File: config.mk
export PLATFORM = sky130hd
export DESIGN_NAME = digipot_resistance_spi_writer
export DESIGN_NICKNAME = d
export VERILOG_FILES = /design/src/dpsw_pkg.sv /design/src/dpsw_divider.sv /design/src/digipot_resistance_spi_writer.sv
export SDC_FILE = /design/constraint.sdc
export NUM_CORES = 1
export LEC_CHECK = 0
export ABC_AREA = 1
export BUFFER_PORTS_ARGS = -buffer_cell sky130_fd_sc_hd__buf_2
export CORE_UTILIZATION = 62
export DETAILED_ROUTE_END_ITERATION = 16
export PLACE_DENSITY = 0.81
export SYNTH_ARGS = -nofsm -noshare
export SYNTH_HDL_FRONTEND = slang
export SYNTH_SLANG_ARGS = --single-unit
File: constraint.sdc
create_clock -name clk -period 5.9 [get_ports clk]
set_input_delay 1.475 -clock clk [delete_from_list [all_inputs] [get_ports clk]]
set_output_delay 1.475 -clock clk [all_outputs]
set_load 0.02 [all_outputs]
File: src/dpsw_pkg.sv
// Types and constants for the digital potentiometer wiper writer.
package dpsw_pkg;

  // Field widths.
  localparam int CODE_BITS  = 8;
  localparam int OHM_BITS   = 20;
  localparam int FRAME_BITS = CODE_BITS + 1;
  localparam int CNT_W      = $clog2(FRAME_BITS);
  localparam int STEP_W     = $clog2(CODE_BITS);
  // Dividend 510*(max-R)+max needs nine more bits than the ohm value, plus a carry.
  localparam int NUM_W      = OHM_BITS + CODE_BITS + 2;

  // Code values.
  localparam logic [CODE_BITS-1:0] CODE_FULL = {CODE_BITS{1'b1}};
  localparam logic [CODE_BITS-1:0] CODE_ZERO = '0;

  // Operation codes.
  localparam logic OP_RAW = 1'b0;
  localparam logic OP_SET = 1'b1;

  // Configuration register indexes.
  localparam int REG_IDX_W = 1;
  localparam logic [REG_IDX_W-1:0] REG_MAX_OHMS = 1'b0;
  localparam logic [REG_IDX_W-1:0] REG_MIN_OHMS = 1'b1;

  // Register reset values.
  localparam logic [OHM_BITS-1:0] MAX_OHMS_RESET = OHM_BITS'(20000);
  localparam logic [OHM_BITS-1:0] MIN_OHMS_RESET = '0;

  // Input beat.
  typedef struct packed {
    logic                 operation;
    logic [1:0]           channel;
    logic [CODE_BITS-1:0] raw_code;
    logic [OHM_BITS-1:0]  resistance;
  } in_beat_t;

  // Output beat, one per frame bit.
  typedef struct packed {
    logic                 serial_bit;
    logic                 frame_end;
    logic [CODE_BITS-1:0] code_sent;
    logic [OHM_BITS-1:0]  stored_ohms;
  } out_beat_t;

  // Divider status toward the sequencer.
  typedef struct packed {
    logic busy;
    logic done;
  } div_stat_t;

endpackage

File: src/dpsw_divider.sv
// Restoring divider producing one quotient bit per cycle for the ohms-to-code conversion.
module dpsw_divider (
  input  logic                           clk,
  input  logic                           rst_n,
  input  logic                           start,
  input  logic [dpsw_pkg::OHM_BITS-1:0]  diff,
  input  logic [dpsw_pkg::OHM_BITS-1:0]  top,
  output dpsw_pkg::div_stat_t            stat,
  output logic [dpsw_pkg::CODE_BITS-1:0] quotient
);

  logic                          busy_r, busy_nxt;
  logic                          done_r, done_nxt;
  logic [dpsw_pkg::STEP_W-1:0]   step_r, step_nxt;
  logic [dpsw_pkg::NUM_W-1:0]    rem_r, rem_nxt;
  logic [dpsw_pkg::NUM_W-1:0]    sdiv_r, sdiv_nxt;
  logic [dpsw_pkg::CODE_BITS-1:0] q_r, q_nxt;
  logic [dpsw_pkg::NUM_W-1:0]    diff_ext;
  logic [dpsw_pkg::NUM_W-1:0]    top_ext;
  logic                          ge;

  assign diff_ext = dpsw_pkg::NUM_W'(diff);
  assign top_ext  = dpsw_pkg::NUM_W'(top);
  assign ge       = (rem_r >= sdiv_r);

  // Load the dividend 510*diff + top and the divisor 2*top aligned to the top quotient bit,
  // then compare and subtract once per cycle.
  always_comb begin
    busy_nxt = busy_r;
    done_nxt = 1'b0;
    step_nxt = step_r;
    rem_nxt  = rem_r;
    sdiv_nxt = sdiv_r;
    q_nxt    = q_r;
    if (start) begin
      busy_nxt = 1'b1;
      step_nxt = dpsw_pkg::STEP_W'(dpsw_pkg::CODE_BITS - 1);
      rem_nxt  = (diff_ext << (dpsw_pkg::CODE_BITS + 1)) - (diff_ext << 1) + top_ext;
      sdiv_nxt = top_ext << dpsw_pkg::CODE_BITS;
      q_nxt    = '0;
    end else if (busy_r) begin
      if (ge) begin
        rem_nxt = rem_r - sdiv_r;
      end
      q_nxt    = {q_r[dpsw_pkg::CODE_BITS-2:0], ge};
      sdiv_nxt = sdiv_r >> 1;
      step_nxt = step_r - dpsw_pkg::STEP_W'(1);
      if (step_r == '0) begin
        busy_nxt = 1'b0;
        done_nxt = 1'b1;
      end
    end
  end

  // Control state.
  always_ff @(posedge clk) begin
    if (!rst_n) begin
      busy_r <= 1'b0;
      done_r <= 1'b0;
    end else begin
      busy_r <= busy_nxt;
      done_r <= done_nxt;
    end
  end

  // Datapath registers.
  always_ff @(posedge clk) begin
    step_r <= step_nxt;
    rem_r  <= rem_nxt;
    sdiv_r <= sdiv_nxt;
    q_r    <= q_nxt;
  end

  assign stat.busy = busy_r;
  assign stat.done = done_r;
  assign quotient  = q_r;

endmodule

File: src/digipot_resistance_spi_writer.sv
// Top level: command sequencer, resistance store and serial frame output of the wiper writer.
//
//   Port group  Direction  Handshake         Carries
//   in_*        input      in_valid/ready    operation, channel, raw code, resistance
//   out_*       output     out_valid/ready   one frame bit per beat, code, stored ohms
//   cfg_*       input      cfg_we only       max and min resistance registers
//
// A raw write or a clamped resistance is accepted and then sent as 9 output beats.
// An in-range resistance with a nonzero maximum first goes through the divider for its 8 quotient bits.
// Channel values above one are accepted and dropped.
// Reset (rst_n, synchronous) clears the stored resistances and loads the register defaults.
// A stalled out_ready holds the current bit; no new item is taken until the frame ends.
module digipot_resistance_spi_writer (
  input  logic                            clk,
  input  logic                            rst_n,
  input  logic                            in_valid,
  output logic                            in_ready,
  input  dpsw_pkg::in_beat_t              in_data,
  output logic                            out_valid,
  input  logic                            out_ready,
  output dpsw_pkg::out_beat_t             out_data,
  input  logic                            cfg_we,
  input  logic [dpsw_pkg::REG_IDX_W-1:0]  cfg_index,
  input  logic [dpsw_pkg::OHM_BITS-1:0]   cfg_wdata
);

  typedef enum logic [2:0] {
    ST_IDLE = 3'b001,
    ST_DIV  = 3'b010,
    ST_SEND = 3'b100
  } state_t;

  state_t                          state_r, state_nxt;
  logic [dpsw_pkg::OHM_BITS-1:0]   max_ohms_r, min_ohms_r;
  logic [dpsw_pkg::OHM_BITS-1:0]   chan_ohms_r [2];
  logic [dpsw_pkg::OHM_BITS-1:0]   ohms_r, ohms_nxt;
  logic [dpsw_pkg::CODE_BITS-1:0]  code_r, code_nxt;
  logic [dpsw_pkg::FRAME_BITS-1:0] frame_r, frame_nxt;
  logic [dpsw_pkg::CNT_W-1:0]      cnt_r, cnt_nxt;
  logic                            chan_r, chan_nxt;
  logic                            ohms_we;
  logic [dpsw_pkg::OHM_BITS-1:0]   ohms_wdata;

  logic                            in_fire;
  logic                            out_fire;
  logic                            last_bit;
  logic                            above_max;
  logic                            below_min;
  logic                            div_start;
  logic [dpsw_pkg::OHM_BITS-1:0]   diff;
  dpsw_pkg::div_stat_t             div_stat;
  logic [dpsw_pkg::CODE_BITS-1:0]  div_q;

  assign in_ready  = (state_r == ST_IDLE);
  assign out_valid = (state_r == ST_SEND);
  assign in_fire   = in_valid && in_ready;
  assign out_fire  = out_valid && out_ready;
  assign last_bit  = (cnt_r == dpsw_pkg::CNT_W'(dpsw_pkg::FRAME_BITS - 1));

  // Range tests and the divider operand.
  assign above_max = (in_data.resistance > max_ohms_r);
  assign below_min = (in_data.resistance < min_ohms_r);
  assign diff      = max_ohms_r - in_data.resistance;

  dpsw_divider u_div (
    .clk      (clk),
    .rst_n    (rst_n),
    .start    (div_start),
    .diff     (diff),
    .top      (max_ohms_r),
    .stat     (div_stat),
    .quotient (div_q)
  );

  // Sequencer: accept, convert, then shift out the frame.
  always_comb begin
    state_nxt  = state_r;
    ohms_nxt   = ohms_r;
    code_nxt   = code_r;
    frame_nxt  = frame_r;
    cnt_nxt    = cnt_r;
    chan_nxt   = chan_r;
    ohms_we    = 1'b0;
    ohms_wdata = in_data.resistance;
    div_start  = 1'b0;
    unique case (state_r)
      ST_IDLE: begin
        if (in_fire && !in_data.channel[1]) begin
          chan_nxt  = in_data.channel[0];
          cnt_nxt   = '0;
          state_nxt = ST_SEND;
          if (in_data.operation == dpsw_pkg::OP_RAW) begin
            code_nxt = in_data.raw_code;
            ohms_nxt = chan_ohms_r[in_data.channel[0]];
          end else if (above_max) begin
            code_nxt   = dpsw_pkg::CODE_ZERO;
            ohms_wdata = max_ohms_r;
            ohms_we    = 1'b1;
            ohms_nxt   = max_ohms_r;
          end else if (below_min) begin
            code_nxt   = dpsw_pkg::CODE_FULL;
            ohms_wdata = min_ohms_r;
            ohms_we    = 1'b1;
            ohms_nxt   = min_ohms_r;
          end else if (max_ohms_r == '0) begin
            // Zero full scale: only zero ohms reaches here, and no division is done.
            code_nxt = dpsw_pkg::CODE_ZERO;
            ohms_we  = 1'b1;
            ohms_nxt = in_data.resistance;
          end else begin
            ohms_we   = 1'b1;
            ohms_nxt  = in_data.resistance;
            div_start = 1'b1;
            state_nxt = ST_DIV;
          end
          frame_nxt = {in_data.channel[0], code_nxt};
        end
      end
      ST_DIV: begin
        if (div_stat.done) begin
          code_nxt  = div_q;
          frame_nxt = {chan_r, div_q};
          state_nxt = ST_SEND;
        end
      end
      ST_SEND: begin
        if (out_fire) begin
          frame_nxt = frame_r << 1;
          cnt_nxt   = cnt_r + dpsw_pkg::CNT_W'(1);
          if (last_bit) begin
            state_nxt = ST_IDLE;
          end
        end
      end
      default: begin
        state_nxt = ST_IDLE;
      end
    endcase
  end

  // Control state, configuration registers and the per-channel resistance store.
  always_ff @(posedge clk) begin
    if (!rst_n) begin
      state_r        <= ST_IDLE;
      max_ohms_r     <= dpsw_pkg::MAX_OHMS_RESET;
      min_ohms_r     <= dpsw_pkg::MIN_OHMS_RESET;
      chan_ohms_r[0] <= '0;
      chan_ohms_r[1] <= '0;
      cnt_r          <= '0;
    end else begin
      state_r <= state_nxt;
      cnt_r   <= cnt_nxt;
      if (cfg_we) begin
        unique case (cfg_index)
          dpsw_pkg::REG_MAX_OHMS: max_ohms_r <= cfg_wdata;
          dpsw_pkg::REG_MIN_OHMS: min_ohms_r <= cfg_wdata;
          default: ;
        endcase
      end
      if (ohms_we) begin
        chan_ohms_r[in_data.channel[0]] <= ohms_wdata;
      end
    end
  end

  // Frame payload registers.
  always_ff @(posedge clk) begin
    ohms_r  <= ohms_nxt;
    code_r  <= code_nxt;
    frame_r <= frame_nxt;
    chan_r  <= chan_nxt;
  end

  // Output beat.
  assign out_data.serial_bit  = frame_r[dpsw_pkg::FRAME_BITS-1];
  assign out_data.frame_end   = last_bit;
  assign out_data.code_sent   = code_r;
  assign out_data.stored_ohms = ohms_r;

endmodule

After elaboration in Yosys (flattened, before gate mapping)
Memory sizes are Yosys's and may differ from the RTL's.
Cells that the tools add are included.
Cells by class
  equality and inequality tests: 8
  bitwise logic cells: 3
  reduce and logical (&&, ||, !) cells: 21
  $lt $le $gt $ge: 3
  muxes and demuxes: 54
  add/subtract/negate cells: 6
Operators by type and width (number)
  $mux W20: 7
  $mux W30: 3
  $mux W28: 2
  $mux W8: 6
  $add A30 B20 Y30: 1
  $ge A30 B28 Y1: 1
  $sub A29 B21 Y30: 1
  $sub A30 B28 Y30: 1
  $mux W9: 3
  $pmux W9 S3: 1
  $mux W3: 8
  $gt A20 B20 Y1: 1
  $logic_not A20 Y1: 1
  $lt A20 B20 Y1: 1
  $reduce_or A20 Y1: 1
  $sub A20 B20 Y20: 1
  $mux W1: 19
  $pmux W8 S2: 1
  $pmux W3 S3: 1
  $mux W4: 2
  $ne A2 B1 Y1 const B: 4
  $pmux W4 S2: 1
  $reduce_and A2 Y1: 4
  $reduce_and A4 Y1: 2
  14 further kinds: 22
Word-level totals
  bits in writable memories: 40
  logic and storage cells: 111
  memories: 1
  bits in registers: 156
  input port bits: 57
Memories
  chan_ohms_r: words 2, bits a word 20, read ports 1, clocked after memory_dff 0, write ports 2, RTL line digipot_resistance_spi_writer.sv:35  | logic [dpsw_pkg::OHM_BITS-1:0] chan_ohms_r [2];

Logic depth before layout (Yosys ltp)
Gate-level depths: netlist (run 1).
  depth in word-level cells: 10
  gate-level depth with buffers: 30
  gate-level depth less buffers: 30

Modules after synthesis
Synthesis (run 1) repeated with hierarchy kept, for this count alone.
Unflattened totals
  cells, all modules: 2257
  area total of the unflattened synthesis: 15408.5 um^2
Modules (own cells, without submodules)
  digipot_resistance_spi_writer: cells an instance 1027, area each 7777.5 um^2, sequential area each 3283.1 um^2, times used 1
  dpsw_divider: cells an instance 1230, area each 7631.1 um^2, sequential area each 1921.8 um^2, times used 1

Least setup slack after synthesis (run 1)
OpenSTA, ideal clock, no wires.
  path type: input port to flip-flop
  from: input in_data[0] (netlist name)
  to: register u_div.rem_r[27] (netlist name) (data pin)
  buffers on the path: 0
  cell stages on the path: 24
  path slack: 0.485 ns
  arrival: 5.163 ns
  library setup time: 0.252 ns
  data required time: 5.648 ns
  path through: ha_1 fa_1 inv_1 nand4_1 nand3_1 inv_1 o21ai_0 nand2_1 nand3_1 a211oi_1 xnor2_1 inv_1 fa_1 ha_1 nand2_1 nor4_1 nand3_1 nand3_1 nand2_1 o211ai_1 a21oi_1 xor2_1 nand2_1 nand2_1
On the way
  cells in the longest elaborated chain, start to end: 7
Ends and longest elaborated chain
  from (decl): RTL line digipot_resistance_spi_writer.sv:18  | input dpsw_pkg::in_beat_t in_data,
  parallel branches: the longest is 6 deep, another holds $sub A29 B21 Y30
  $mux W30 *: RTL line dpsw_divider.sv:35  | if (start) begin
  net u_div.rem_nxt, one bit: RTL line dpsw_divider.sv:15  | logic [dpsw_pkg::NUM_W-1:0] rem_r, rem_nxt;
  to (signal assigned): RTL line dpsw_divider.sv:69  | rem_r <= rem_nxt;
  to (decl): RTL line dpsw_divider.sv:15
Mark *: on every way through the listed nets, which the timed path passes.
A chain may end at the register's enable or synchronous reset.

Worst setup path after layout (run 1)
  from: input in_data[0] (netlist name)
  to: register u_div.rem_r[29] (netlist name) (data pin)
Same word-level chain as after synthesis.

==> results.tsv, run 1 <==
metric	value	unit
dpl_cell_area	14250	um2
root_buffer	clkbuf_16	
min_from	u_div.quotient[2]	
cp_slowest_stage_delay	0.48	ns
layout-drive-gt1-share	0.09441	
worstMarginPinSlew	0.9343	ns
wl_per_cell	18.26	um
clock-sinks	196	
finalNetCount	1953	
crit_end	u_div.rem_r[29]	
synthesis.area	13570	um2
first_pass_iters	6	
cts_tree	done	
hpwl	28780	um
cts_buffer_depth	2	
stdcell_area	14850	um2
synthesis.nets	1882	
crit_cells	25	
ant_nets	0	
layout_min_cycle_time	5.574	ns
max_slew_margin	0.3772	
power.density	349.2	nW/um2
antenna_found_initial	1	
gp_congestion	1.022	
syn_to_final_growth	9.481	%
critPathTopFamily	adder cells	
ctsResizeCount	0	
ys.warnings.count	0	
worstPathRequired	6.10	ns
cts_setup_buffers	0	
power	5.186	mW
synthDistinctLibCells	48	
slowest_stage	fa_1	
synth_simple_gate_area_frac	0.1789	
cp_data_arrival_time	5.77	ns
synth-edff-count	128	
final-hold-violation-count	0	
crit_path_start_kind	input port	
die_y	149.9	um
synth_xor_area_frac	0.04132	
critical_path.max_fanout	5	
r2r_end	u_div.rem_r[29]	
synth_mux_area_frac	0	
crit_path_start	in_data[0]	
status	finished clean	
layout_commonest_cell	nand2_1	
reg2regPathDepth	25	
fp-row-count	53	
finalSetupViolations	0	
hold_path_class	register to register	
mostFrequentLayoutCells	374 x nand2_1, 210 x inv_1, 177 x a21oi_1	
postLayoutCoreUtil	0.6999	
critPathCaptureType	register	
io_buffers	88	
cts_max_level	4	
vdd_ir_drop_max	0.2215	mV
timing.hold.ws	0.4814	ns
clock_skew	0.02092	ns
synth_adder_area_share	0.1164	
r2r_setup_slack	0.91	ns
first_iter_violations	1130	
grt_usage	0.3454	
leakage	6.800	nW
start_util	0.6393	
grt_overflow	0	
wl	37720	um
die_w	149.9	um
grt_max_degree	61	
die_area	22480	um2
synth_compound_area_frac	0.2000	
yosysSeqAreaShare	0.3837	
clk_pin_slew	0.08	ns
synthArstFlopShare	0	
first_global_vias	11610	
drt-vias-per-instance	5.944	
clock_latency	0.44	ns
grt_pass1_wl	59640	um
cts_hold_buf	0	
critPathKind	input port to register	
syn-mean-instance-area	7.952	um2
ys_ff_latch	196	
core_area	21220	um2
synth_ff_type	edfxtp_1	
post-route-period-util	0.9447	
fin_setup_tns	0	ns
synth_cells	1706	
cap_violations	0	
pin_count	89	
synth_top_family_by_area	compound AO/OA/AOI/OAI gates	
via_count	12280	
rsz0062_at_grt	no	
cts_buffers	17	
path_buf_inv	4	
r2r_start	max_ohms_r[0]	
timing.fmax	0.1794	GHz
cp_common_cell	nand3_1	
slew_violations	0	
drc	0	
## worst min path at each step
stage	endpoint	depth (start not counted)
floorplan	u_div.sdiv_r[0]	2
detailed placement	u_div.quotient[7]	2
CTS	u_div.quotient[4]	2
finish	u_div.quotient[2]	2
global route	u_div.quotient[2]	2
global placement	u_div.step_r[0]	2
## metrics by stage
stage	instances	setup WS, ns
6_report	2066	0.3262
5_1_grt	2066	0.06554
4_1_cts	2065	0.3326
3_5_place_dp	2033	-0.09690
3_3_place_gp	2033	0.1426
2_1_floorplan	1706	0.4850
## cells by family after synthesis
group | count (synthesis)
compound gates | 469
fa+ha+maj | 119
flops | 196
xor+xnor | 64
buf+inv | 273
simple gates | 585
## report_power, final
group | switching (mW) | internal [mW] | leakage (nW)
clock | 0.585 | 0.568 | 0.282
combinational | 1.43 | 0.794 | 4.72
sequential | 0.0983 | 1.71 | 1.79
total | 2.11 | 3.07 | 6.80
## registers in the layout, summed over array words and instances (netlist names)
register,cells
chan_ohms_r,40
chan_r,1
u_div.rem_r,30
u_div.sdiv_r,28
cnt_r,4
state_r,3
u_div.step_r,3
u_div.quotient,8
min_ohms_r,20
ohms_r,20
u_div.done_r,1
max_ohms_r,20
u_div.busy_r,1
code_r,8
frame_r,9
## layer usage
metal | track usage | part of all wire | up-vias
met5 | 0 | 0 | -
met4 | 0.1439 | 0.038 | 0
met3 | 0.06646 | 0.090 | 94
met2 | 0.5507 | 0.45 | 576
met1 | 0.4590 | 0.42 | 5606
li1 | - | - | 6004
## Yosys cell counts (32+ instances only)
| library cell | number | area, um2 |
|---|---|---|
| a21oi_1 | 177 | 885.9 |
| clkbuf_1 | 41 | 153.9 |
| dfxtp_1 | 68 | 1361 |
| edfxtp_1 | 128 | 3844 |
| ha_1 | 107 | 1339 |
| inv_1 | 210 | 788.3 |
| nand2_1 | 374 | 1404 |
| nand3_1 | 53 | 265.3 |
| nor2_1 | 106 | 397.9 |
| o211ai_1 | 53 | 397.9 |
| o21ai_0 | 137 | 685.7 |
| xnor2_1 | 32 | 280.3 |
| xor2_1 | 32 | 280.3 |
## worst reg2reg max path, cell delays in order, from the launching register on
cell and delay, ns:
dfxtp_1 0.46, inv_1 0.13, ha_1 0.26, fa_1 0.43
inv_1 0.10, nand4_1 0.12, nand3_1 0.12, inv_1 0.04
o21ai_0 0.26, nand2_1 0.12, o21bai_1 0.18, xor2_1 0.25
inv_1 0.12, fa_1 0.48, ha_1 0.39, nand2_1 0.13
nor4_2 0.27, nand3_1 0.12, nand3_1 0.16, nand2_1 0.07
o211ai_1 0.16, nand3_1 0.17, nand3_1 0.10, nand2_1 0.05
nand3_1 0.06, nand2_1 0.05
## layout make-up
type                    instances  area [um2]
flip-flops and latches        196        5205
fillers                      1739        6369
well taps                     275       344.1
clock buffers                  18       429.2
clock inverters                14       158.9
repair buffers                110       605.6
inverters                     215       809.5
diodes                          1       2.502
multi-input cells            1237        7297
Power figures use the tool's default switching activity.
==> run 2: changes to the inputs <==
- PLACE_DENSITY: 0.81 -> 0.88
==> run 2 against run 1 <==
  * Hold slack got worse by 0.0060 ns
  * Count of clock-buffer cells in the layout decreased by 1
  * Register-to-register slack gained 0.10 ns
  * Flip-flop and latch count unchanged
  * Sequential power is essentially flat
  * Via count grew 2.2%
  * Clock skew down 0.0026 ns
  * Total power up 1.5%
  * Critical path depth did not move
  * Maximum frequency increased by 2.2%
==> results.tsv, run 2 (synthesized netlist as in run 1, its figures left out) <==
metric	value	unit	change
status	finished clean		unchanged
dp_worst_setup_slack	-0.05274	ns	was -0.09690 ns
leakage	6.815	nW	was 6.800 nW
gp_congestion	1.008		was 1.022
die_y	149.9	um	unchanged
core_area	21220	um2	unchanged
drt-vias-per-instance	6.082		was 5.944
finalNetCount	1952		was 1953
p_int	3.081	mW	was 3.072 mW
grt_max_degree	61		unchanged
hpwl	29110	um	was 28780 um
r2r_setup_slack	1.01	ns	was 0.91 ns
first_iter_violations	1294		was 1130
critical_path.max_fanout	4		was 5
layout_min_cycle_time	5.453	ns	was 5.574 ns
postLayoutCoreUtil	0.7009		was 0.6999
diodes	0		was 1
layout_setup_ws	0.4466	ns	was 0.3262 ns
top_regs	chan_ohms_r: 40 flops, u_div.rem_r: 30 flops, u_div.sdiv_r: 28 flops		unchanged
dpl_cell_area	14250	um2	about the same
wl	38510	um	was 37720 um
seq_area	5205	um2	unchanged
power.density	353.9	nW/um2	was 349.2 nW/um2
worstMarginPinSlew	1.207	ns	was 0.9343 ns
finalNonFillerCells	2064		was 2066
r2r_start	max_ohms_r[1]		was max_ohms_r[0]
via_count	12550		was 12280
die_area	22480	um2	unchanged
worstPathRequired	6.11	ns	was 6.10 ns
io_buffers	88		unchanged
max_slew_margin	0.1936		was 0.3772
fp-row-count	53		unchanged
grt_overflow	0		unchanged
first_global_vias	11870		was 11610
stdcell_area	14870	um2	was 14850 um2
r2r_end	u_div.rem_r[27]		was u_div.rem_r[29]
layout_commonest_cell	nand2_1		unchanged
crit_path_start	in_data[0]		unchanged
cp_data_arrival_time	5.66	ns	was 5.77 ns
ant_nets	0		unchanged
hold_path_class	register to register		unchanged
clock_latency	0.46	ns	was 0.44 ns
antenna_found_initial	0		was 1
power	5.264	mW	was 5.186 mW
fin_setup_tns	0	ns	unchanged
pwr-share-seq	0.345		was 0.349
top_register	chan_ohms_r		unchanged
cts_buffer_depth	2		unchanged
drc	0		unchanged
finalSetupViolations	0		unchanged
combPwrFrac	0.422		was 0.429
reg2regPathDepth	24		was 25
timing.hold.ws	0.4754	ns	was 0.4814 ns
clk_pin_slew	0.08	ns	about the same
n_fill_cell	1699		was 1739
clock_skew	0.01833	ns	was 0.02092 ns
rsz0062_at_grt	no		unchanged
vdd_ir_drop_max	0.2471	mV	was 0.2215 mV
clkPwrFrac	0.233		was 0.223
wl_per_cell	18.66	um	was 18.26 um
cts_max_level	4		unchanged
cts_buffers	17		unchanged
switching_share	0.4147		was 0.4075
p_sw	2.183	mW	was 2.113 mW
multiInputGateArea	7291	um2	was 7297 um2
first_pass_iters	5		was 6
grt_pass1_wl	61020	um	was 59640 um
crit_path_start_kind	input port		unchanged
cap_violations	0		unchanged
slew_violations	0		unchanged
pin_count	89		unchanged
root_buffer	clkbuf_16		unchanged
layout-drive-gt1-share	0.09391		was 0.09441
post-route-period-util	0.9243		was 0.9447
start_util	0.6393		unchanged
cts_tree	done		unchanged
die_w	149.9	um	unchanged
mostFrequentLayoutCells	374 x nand2_1, 210 x inv_1, 177 x a21oi_1		unchanged
grt_usage	0.3544		was 0.3454
timing.fmax	0.1834	GHz	was 0.1794 GHz
place_inst	2032		was 2033
critPathCaptureType	register		unchanged
largest_reg_flops	40		unchanged
critPathKind	input port to register		unchanged
final-hold-violation-count	0		unchanged
cts_setup_buffers	0		unchanged
crit_end	u_div.rem_r[27]		was u_div.rem_r[29]
syn_to_final_growth	9.638	%	was 9.481%
clock-sinks	196		unchanged
[run 2: power groups by stage]
stage               Clock, mW  Sequential [mW]  Combinational (mW)
floorplan                   0             1.86                1.52
global placement            0             1.83                2.10
detailed placement          0             1.84                2.16
CTS                      1.22             1.81                2.18
global route             1.27             1.83                2.47
finish                   1.23             1.82                2.22
[run 2: how the worst min path moves through the flow]
| stage | slack, ns | cells past startpoint | from | endpoint |
|---|---|---|---|---|
| CTS | 0.48 | 2 | u_div.quotient[7] | u_div.quotient[7] |
| global placement | 0.45 | 2 | u_div.quotient[7] | u_div.quotient[7] |
| global route | 0.49 | 2 | u_div.quotient[7] | u_div.quotient[7] |
| finish | 0.48 | 2 | u_div.quotient[7] | u_div.quotient[7] |
| floorplan | 0.43 | 2 | u_div.sdiv_r[0] | u_div.sdiv_r[0] |
| detailed placement | 0.46 | 2 | u_div.quotient[7] | u_div.quotient[7] |
[run 2: worst max-delay path: stages]
cell	delay (ns)
buf_2	0.12
ha_1	0.23
fa_1	0.42
inv_1	0.10
nand4_1	0.12
nand3_1	0.11
inv_1	0.04
o21ai_1	0.19
nand2_1	0.10
nand3_1	0.12
a211oi_1	0.10
xnor2_1	0.23
inv_1	0.12
fa_1	0.47
ha_1	0.30
nand2_1	0.10
nor4_1	0.37
nand3_1	0.12
nand3_1	0.16
nand2_1	0.08
o211ai_1	0.15
a21oi_1	0.15
xor2_1	0.16
nand2_1	0.06
nand2_1	0.04
[run 2: timing repair]
action                                 CTS  global route
hold buffers                             0             0
endpoints found under the hold margin    0             0
setup endpoints to repair                0             4
resized for setup                        0             1
[run 2: per-layer routing]
| metal | wire, um | part of all wire | up-vias | global-route usage |
|---|---|---|---|---|
| li1 | - | - | 6002 | - |
| met1 | 15360 | 0.40 | 5772 | 0.4387 |
| met2 | 17810 | 0.46 | 658 | 0.5845 |
| met3 | 3748 | 0.097 | 122 | 0.08201 |
| met4 | 1594 | 0.041 | 0 | 0.1662 |
| met5 | 0 | 0 | - | 0 |
[run 2: cell type report]
class	instances	area share
Multi-Input combinational cell	1237	0.4902
Sequential cell	196	0.3500
Inverter	215	0.05443
Timing Repair Buffer	109	0.04021
Clock buffer	17	0.02860
Tap cell	275	0.02313
Clock inverter	15	0.01346
